[src/hdl/ttf_pkg.sv]
// ----------------------------------------------------------------------------
// ttf_pkg
// Shared widths, sequencer states and the command/status types that pass
// between the tangent frame controller and its datapath.
// ----------------------------------------------------------------------------
package ttf_pkg;

    localparam int POS_W  = 24;
    localparam int UV_W   = 16;
    localparam int OUT_W  = 16;
    localparam int FRAC_W = OUT_W - 2;

    localparam int E_W    = POS_W + 1;        // edge vector component
    localparam int D_W    = UV_W + 1;         // texcoord delta
    localparam int P_W    = E_W + D_W;        // one product
    localparam int A_W    = P_W + 2;          // difference of products, negated
    localparam int RED_W  = 30;               // magnitudes reduced below 2^30
    localparam int SQ_W   = 2 * RED_W + 2;    // sum of three squares
    localparam int RT_W   = SQ_W + 1;         // root iteration registers
    localparam int N_W    = RED_W + 1;        // integer root
    localparam int REM_W  = N_W + 1;          // divider remainder
    localparam int QB     = FRAC_W + 2;       // quotient bits
    localparam int CNT_W  = 5;

    localparam int IN_DATA_W  = ((3 * POS_W + 2 * UV_W + 7) / 8) * 8;
    localparam int OUT_DATA_W = ((6 * OUT_W + 7) / 8) * 8;

    localparam int MUL_LAST = 13;             // 14 products per triangle
    localparam int SQ_LAST  = 3;

    typedef enum logic [3:0] {
        OP_NOP,
        OP_LOAD,
        OP_DIFF,
        OP_MUL,
        OP_NEG,
        OP_ABS,
        OP_SHIFT,
        OP_SQ,
        OP_ROOT_INIT,
        OP_ROOT_STEP,
        OP_DIV_INIT,
        OP_DIV_STEP,
        OP_DIV_DONE,
        OP_OUT_LOAD
    } dp_op_t;

    typedef enum logic [3:0] {
        ST_IDLE,
        ST_DIFF,
        ST_MUL,
        ST_MWAIT,
        ST_NEG,
        ST_ABS,
        ST_SHIFT,
        ST_SQ,
        ST_ROOT_INIT,
        ST_ROOT,
        ST_DIV_INIT,
        ST_DIV,
        ST_DIV_DONE,
        ST_OUT
    } ctl_state_t;

    typedef struct packed {
        dp_op_t           op;
        logic [CNT_W-1:0] idx;
        logic             vec;
        logic [1:0]       comp;
    } dp_cmd_t;

    typedef struct packed {
        logic big;
        logic root_done;
    } dp_sts_t;

endpackage

[src/hdl/ttf_controller.sv]
// ----------------------------------------------------------------------------
// ttf_controller
// Sequencer: counts corners, steps the datapath through products, sign fix,
// reduction, root and division for both vectors, and owns the result valid.
// ----------------------------------------------------------------------------
module ttf_controller (
    input  logic              aclk,
    input  logic              aresetn,
    input  logic              s_tvalid,
    output logic              s_tready,
    output logic              m_tvalid,
    input  logic              m_tready,
    input  ttf_pkg::dp_sts_t  sts,
    output ttf_pkg::dp_cmd_t  cmd
);

    ttf_pkg::ctl_state_t       state_reg, state_next;
    logic [ttf_pkg::CNT_W-1:0] cnt_reg, cnt_next;
    logic                      vec_reg, vec_next;
    logic [1:0]                comp_reg, comp_next;
    logic [1:0]                corner_reg, corner_next;
    logic                      out_vld_reg, out_vld_next;

    always_ff @(posedge aclk) begin
        if (!aresetn) begin
            state_reg   <= ttf_pkg::ST_IDLE;
            cnt_reg     <= '0;
            vec_reg     <= 1'b0;
            comp_reg    <= 2'd0;
            corner_reg  <= 2'd0;
            out_vld_reg <= 1'b0;
        end else begin
            state_reg   <= state_next;
            cnt_reg     <= cnt_next;
            vec_reg     <= vec_next;
            comp_reg    <= comp_next;
            corner_reg  <= corner_next;
            out_vld_reg <= out_vld_next;
        end
    end

    always_comb begin
        state_next   = state_reg;
        cnt_next     = cnt_reg;
        vec_next     = vec_reg;
        comp_next    = comp_reg;
        corner_next  = corner_reg;
        out_vld_next = out_vld_reg && !m_tready;
        s_tready     = 1'b0;
        cmd.op       = ttf_pkg::OP_NOP;
        cmd.idx      = cnt_reg;
        cmd.vec      = vec_reg;
        cmd.comp     = comp_reg;

        case (state_reg)
            ttf_pkg::ST_IDLE: begin
                s_tready = 1'b1;
                cmd.idx  = ttf_pkg::CNT_W'(corner_reg);
                if (s_tvalid) begin
                    cmd.op = ttf_pkg::OP_LOAD;
                    if (corner_reg == 2'd2) begin
                        corner_next = 2'd0;
                        state_next  = ttf_pkg::ST_DIFF;
                    end else begin
                        corner_next = corner_reg + 2'd1;
                    end
                end
            end
            ttf_pkg::ST_DIFF: begin
                cmd.op     = ttf_pkg::OP_DIFF;
                cnt_next   = '0;
                state_next = ttf_pkg::ST_MUL;
            end
            ttf_pkg::ST_MUL: begin
                cmd.op = ttf_pkg::OP_MUL;
                if (cnt_reg == ttf_pkg::CNT_W'(ttf_pkg::MUL_LAST)) begin
                    state_next = ttf_pkg::ST_MWAIT;
                end else begin
                    cnt_next = cnt_reg + 1'b1;
                end
            end
            ttf_pkg::ST_MWAIT: begin
                // last product lands in the accumulator here
                state_next = ttf_pkg::ST_NEG;
            end
            ttf_pkg::ST_NEG: begin
                cmd.op     = ttf_pkg::OP_NEG;
                vec_next   = 1'b0;
                state_next = ttf_pkg::ST_ABS;
            end
            ttf_pkg::ST_ABS: begin
                cmd.op     = ttf_pkg::OP_ABS;
                state_next = ttf_pkg::ST_SHIFT;
            end
            ttf_pkg::ST_SHIFT: begin
                if (sts.big) begin
                    cmd.op = ttf_pkg::OP_SHIFT;
                end else begin
                    cnt_next   = '0;
                    state_next = ttf_pkg::ST_SQ;
                end
            end
            ttf_pkg::ST_SQ: begin
                cmd.op = ttf_pkg::OP_SQ;
                if (cnt_reg == ttf_pkg::CNT_W'(ttf_pkg::SQ_LAST)) begin
                    state_next = ttf_pkg::ST_ROOT_INIT;
                end else begin
                    cnt_next = cnt_reg + 1'b1;
                end
            end
            ttf_pkg::ST_ROOT_INIT: begin
                cmd.op     = ttf_pkg::OP_ROOT_INIT;
                state_next = ttf_pkg::ST_ROOT;
            end
            ttf_pkg::ST_ROOT: begin
                if (sts.root_done) begin
                    comp_next  = 2'd0;
                    state_next = ttf_pkg::ST_DIV_INIT;
                end else begin
                    cmd.op = ttf_pkg::OP_ROOT_STEP;
                end
            end
            ttf_pkg::ST_DIV_INIT: begin
                cmd.op     = ttf_pkg::OP_DIV_INIT;
                cnt_next   = '0;
                state_next = ttf_pkg::ST_DIV;
            end
            ttf_pkg::ST_DIV: begin
                cmd.op = ttf_pkg::OP_DIV_STEP;
                if (cnt_reg == ttf_pkg::CNT_W'(ttf_pkg::QB - 1)) begin
                    state_next = ttf_pkg::ST_DIV_DONE;
                end else begin
                    cnt_next = cnt_reg + 1'b1;
                end
            end
            ttf_pkg::ST_DIV_DONE: begin
                cmd.op = ttf_pkg::OP_DIV_DONE;
                if (comp_reg == 2'd2) begin
                    if (vec_reg) begin
                        state_next = ttf_pkg::ST_OUT;
                    end else begin
                        vec_next   = 1'b1;
                        state_next = ttf_pkg::ST_ABS;
                    end
                end else begin
                    comp_next  = comp_reg + 2'd1;
                    state_next = ttf_pkg::ST_DIV_INIT;
                end
            end
            ttf_pkg::ST_OUT: begin
                if (!out_vld_reg || m_tready) begin
                    cmd.op       = ttf_pkg::OP_OUT_LOAD;
                    out_vld_next = 1'b1;
                    state_next   = ttf_pkg::ST_IDLE;
                end
            end
            default: begin
                state_next = ttf_pkg::ST_IDLE;
            end
        endcase
    end

    assign m_tvalid = out_vld_reg;

endmodule

[config.mk]
export PLATFORM = sky130hd
export DESIGN_NAME = ttf_controller
export DESIGN_NICKNAME = d
export VERILOG_FILES = /design/src/hdl/ttf_pkg.sv /design/src/hdl/ttf_controller.sv
export SDC_FILE = /design/constraint.sdc
export NUM_CORES = 1
export LEC_CHECK = 0
export BUFFER_PORTS_ARGS = -buffer_cell sky130_fd_sc_hd__buf_4
export CAP_MARGIN = 20
export CORE_MARGIN = 5
export CORE_UTILIZATION = 30
export DETAILED_ROUTE_END_ITERATION = 8
export SLEW_MARGIN = 20
export SYNTH_ARGS = -nofsm -noshare
export SYNTH_HDL_FRONTEND = slang
export SYNTH_SLANG_ARGS = --single-unit
export TNS_END_PERCENT = 1
[constraint.sdc]
create_clock -name aclk -period 2.4 [get_ports aclk]
set_input_delay 0.24 -clock aclk [delete_from_list [all_inputs] [get_ports aclk]]
set_output_delay 0.24 -clock aclk [all_outputs]
set_load 0.03 [all_outputs]
After elaboration in Yosys (flattened, before gate mapping)

Index checks and enable logic that the tools add are counted.

Add/sub/neg operators: 3
Eq/ne operators: 31
Multiplexer cells: 31
Reductions and logical operators: 14

Operators by type and width:

| cell                                                 | number |
|---|---|
| case mux 4 bit (14 select lines)                     | 1 |
| case mux 4 bit (13 select lines)                     | 1 |
| 2-to-1 mux 4 bit                                     | 12 |
| != test 2 bit (second input constant)                | 13 |
| 2-to-1 mux 5 bit                                     | 5 |
| case mux 5 bit (5 select lines)                      | 1 |
| equality test 4 bit (second input constant)          | 6 |
| equality test 4 x 3 -> 1 bit (second input constant) | 4 |
| equality test 5 x 4 -> 1 bit (second input constant) | 2 |
| equality test 4 x 2 -> 1 bit (second input constant) | 2 |
| AND reduction 8 bit                                  | 1 |
| 2-to-1 mux 2 bit                                     | 3 |
| adder 5 x 1 -> 5 bit (second input constant)         | 1 |
| equality test 5 x 2 -> 1 bit (second input constant) | 1 |
| 2-to-1 mux 1 bit                                     | 5 |
| AND reduction 5 bit                                  | 1 |
| nonzero test 5 bit                                   | 1 |
| adder 2 x 1 -> 2 bit (second input constant)         | 2 |
| equality test 2 bit (second input constant)          | 2 |
| equality test 4 x 1 -> 1 bit (second input constant) | 1 |
| zero test 4 bit                                      | 1 |
| case mux 2 bit (2 select lines)                      | 1 |
| AND reduction 2 bit                                  | 2 |
| nonzero test 2 bit                                   | 2 |
| 7 further kinds                                      | 8 |

Register bits: 15
Input bits: 6
Output and inout bits: 14
Word-level logic and storage cells: 85

Logic depth before layout (Yosys ltp)

Depth after elaboration: 4
Gate-level depth with buffers: 8
Gate-level depth less buffers: 8

Worst setup path after synthesis

No wires, ideal clock.

Path type: register -> output
Start point: register state_reg[2]
End point: output port cmd[4] (netlist name)
Arrival time: 1983 ps
Required time: 2160 ps
Path slack: 177 ps
Cell stages (with the launch flop): 4
Path buffers: 1
Path through: dfxtp_1 buf_4 nor4_2 o21ai_0

RTL lines:

| item                   | line                 | RTL |
|---|---|---|
| start, declared        | ttf_controller.sv:17 | `ttf_pkg::ctl_state_t state_reg, state_next;` |
| start signal, assigned | ttf_controller.sv:26 | `state_reg <= ttf_pkg::ST_IDLE;` |
| start signal, assigned | ttf_controller.sv:33 | `state_reg <= state_next;` |
| end, declared          | ttf_controller.sv:14 | `output ttf_pkg::dp_cmd_t cmd` |

Final worst setup path

Start point: register cnt_reg[0] (netlist name)
End point: register cnt_reg[2] (netlist name)

Longest elaborated chain between the ends: 3
Elaborated cells on any way between the ends: 12
Classes of those cells: 1 x add/sub; 6 x eq/ne; 4 x mux; 1 x reduce/logical

Ends and longest elaborated chain:

| item                                                                   | line                                                               | RTL |
|---|---|---|
| start, declared                                                        | ttf_controller.sv:18                                               | `logic [ttf_pkg::CNT_W-1:0] cnt_reg, cnt_next;` |
| start signal, assigned                                                 | ttf_controller.sv:34                                               | `cnt_reg <= cnt_next;` |
| adder 5 x 1 -> 5 bit (tied with other cells)                           | ttf_controller.sv:79, ttf_controller.sv:108, ttf_controller.sv:133 |  |
| 2-to-1 mux 5 bit (tied with other cells)                               | ttf_controller.sv:130                                              | `if (cnt_reg == ttf_pkg::CNT_W'(ttf_pkg::QB - 1)) begin` |
| case mux 5 bit (5 select lines) or AND reduction 5 bit (tied branches) | n/a                                                                |  |

Parallel ways exist; a longest one is shown, timed or not. The select of a mux whose other input is x is not followed.
A chain may end at the register's enable or synchronous reset.

==> impl_metrics.tcl <==
set metrics [dict create \
    htreeDepth 1 \
    drc 0 \
    period_minus_slack_ns 2.260 \
    use_met3 0.02297 \
    start_util 0.3081 \
    ys_warn_count 0 \
    syn_nets 166 \
    busiest_layer "met2" \
    worst_slew_pin_slew_ns 0.4758 \
    clkPwrFrac 0.216 \
    r2r_cells 8 \
    cp-end-kind "flop" \
    drt.antenna.violating_nets 0 \
    yosysSeqAreaShare 0.2437 \
    min-delay-start "aresetn" \
    async_flop_share 0 \
    multiInputGateArea_um2 840.8 \
    postCtsSetupRepairBufs 0 \
    cp.required_ns 2.57 \
    syn_inst 156 \
    crit_chain "ha_1, and3_1, ha_1, and4b_1, o21a_1, a311oi_4, o211ai_4, o32ai_2" \
    overflow 0 \
    antenna_found_initial 0 \
    final_cell_mix "buf_4 (25), dfxtp_1 (15), nor2_1 (14), nand2_1 (13), o21ai_0 (10)" \
    timing.slew.headroom 0.6828 \
    crit_arrival_ns 2.43 \
    combPwrFrac 0.481 \
    p_sw_uw 410.2 \
    drt-initial-drc-count 102 \
    fillers 426 \
    startpoint_type "flop" \
    grt_pass1_vias 1045 \
    gp_congestion 0.7906 \
    grt_start_max_net_pins 18 \
    critical_path.max_stage_delay_ns 0.42 \
    grtUsageTotal 0.1133 \
    num_vias 1171 \
    syn_avg_cell_area_um2 7.900 \
    seqPwrFrac 0.303 \
    p_int_uw 589.4 \
    path_max_fanout 6 \
    switching_share 0.4103 \
    rows 23 \
    regArea_um2 300.3 \
    maxCapViolCount 0 \
    syn_area_um2 1232 \
    status "complete, no violations" \
    cts_buffers 3 \
    io_buffers 19 \
    powerDensity_nw_per_um2 681.1 \
    cts.sinks 15 \
    r2r_slack_ns 0.14 \
    core_area_um2 4000 \
    clock_path_buffers 2 \
    setup_tns_ns 0 \
    finish.cell_count_without_fillers 222 \
    path_clk_slew_ns 0.07 \
    via_per_inst 5.275 \
    placed_cells 218 \
    drtPass1Iterations 4 \
    cts_resized 0 \
    largest_register_ffs 5 \
    final.setup_skew_ns 0.002546 \
    root_buffer "clkbuf_8" \
    fin_crit_sh 0.9419 \
    ys_ff_latch 15 \
    synthDistinctLibCells 50 \
    use_met2 0.1713 \
    postCtsHoldBufs 0 \
    criticalPathCategory "flop to flop" \
    setup-violations-final 0 \
    synth_edf_count 0 \
    fmax_mhz 442.4 \
    clkLatencyLatePin_ns 0.26 \
    fin_nets 183 \
    hold_violations 0 \
    crit_family "compound AO/OA/AOI/OAI gates" \
    cts_tree "done" \
    wl_per_cell_um 12.87 \
    grt_setup_unrepaired "no" \
    layout_commonest_cell "buf_4" \
    ioPinCount 20 \
    hold_path_depth 2 \
    post-dp-hpwl_mm 2.121 \
    area_growth_pct 19.09 \
    leakage_uw 0.0005420 \
    wirelength_mm 2.857 \
    synthFlopType "dfxtp_1" \
    diodes 0 \
    worstHoldPathType "primary input to flop" \
    die_y_um 74.10 \
    reg2reg_to "cnt_reg[2]" \
    grt_pass1_wl_mm 4.857 \
    hold_end "state_reg[3]" \
    timing.rr.start "cnt_reg[0]" \
    dieArea_um2 5490 \
    cp.buffers_inverters 0 \
    die_w_um 74.10 \
    ir_drop_v 0.0002241 \
    use_met1 0.1535 \
    cpMostUsedCell "ha_1" \
    cp_slowest_cell "a311oi_4" \
    layout-drive-gt1-share 0.2326 \
    finalMaxSlewViolations 0 \
]
[power by group through the flow]
| stage | registers (uW) | clock network (uW) | logic (uW) |
|---|---|---|---|
| after floorplan | 290 | 0 | 364 |
| after global placement | 308 | 0 | 486 |
| after detailed placement | 308 | 0 | 481 |
| after CTS | 303 | 223 | 484 |
| after global routing | 307 | 227 | 527 |
| final | 303 | 216 | 481 |
[worst reg2reg max path, delay by kind of cell (launching register included)]
family          cells  cell delay, ns
flops               1            0.37
fa+ha+maj           2            0.43
simple gates        2            0.39
compound gates      4            0.99
[worst max-delay path by stage]
stage | startpoint | to | slack (ns) | cells past startpoint
3_3_place_gp | cnt_reg[0] | cnt_reg[2] | 0.17 | 8
3_5_place_dp | cnt_reg[0] | cnt_reg[2] | 0.15 | 8
4_1_cts | cnt_reg[0] | cnt_reg[2] | 0.13 | 8
6_report | cnt_reg[0] | cnt_reg[2] | 0.14 | 8
5_1_grt | cnt_reg[0] | cnt_reg[2] | 0.02 | 8
2_1_floorplan | state_reg[2] | cmd[4] | 0.18 | 3
[metal layers]
| metal | routed length (um) | vias up | part of all wire |
|---|---|---|---|
| met2 | 1294 | 19 | 0.45 |
| met4 | 64 | 0 | 0.022 |
| met1 | 1375 | 548 | 0.48 |
| met3 | 122 | 5 | 0.043 |
| li1 | - | 599 | - |
| met5 | 0 | - | 0 |
[cell families after synthesis]
family | Yosys count | synth area share
simple gates | 67 | 0.3239
compound gates | 42 | 0.2609
buf+inv | 21 | 0.07411
flops | 15 | 0.2437
mux | 6 | 0.04975
fa+ha+maj | 4 | 0.04061
xor+xnor | 1 | 0.007108
[stage by stage]
stage               worst slack [ns]  instance area [um2]  total power, uW  hold slack (ns)    util
floorplan                     0.1772                 1232            654.7           0.4545       -
global placement              0.1750                 1421            794.1           0.4870  0.3553
detailed placement            0.1494                 1421            789.2           0.4804  0.3553
CTS                           0.1345                 1468             1009           0.2916  0.3669
global route                 0.01976                 1468             1061           0.3100  0.3669
finish                        0.1395                 1468            999.6           0.2969  0.3669
[final cells by class]
class,instances,area share
inverter,8,0.02046
tap,50,0.04263
clock buffer,3,0.02813
sequential,15,0.2046
clock inverter,1,0.003410
multi-input combinational,120,0.5729
timing repair buffer,25,0.1279
[cells in the mapped netlist, drive strengths merged, types with 3 or more instances]
cell type	instances	share of area
nor2b	4	0.020
a21oi	8	0.032
or3	4	0.024
o21ai	10	0.041
nor2	14	0.043
o21a	5	0.030
ha	4	0.041
nand2	13	0.040
nor3b	3	0.018
nand2b	5	0.025
mux2i	5	0.041
clkbuf	6	0.018
nand3	4	0.016
inv	8	0.024
nor4	4	0.025
nand3b	4	0.024
buf	7	0.031
dfxtp	15	0.24
(Power assumes the default switching activity.)
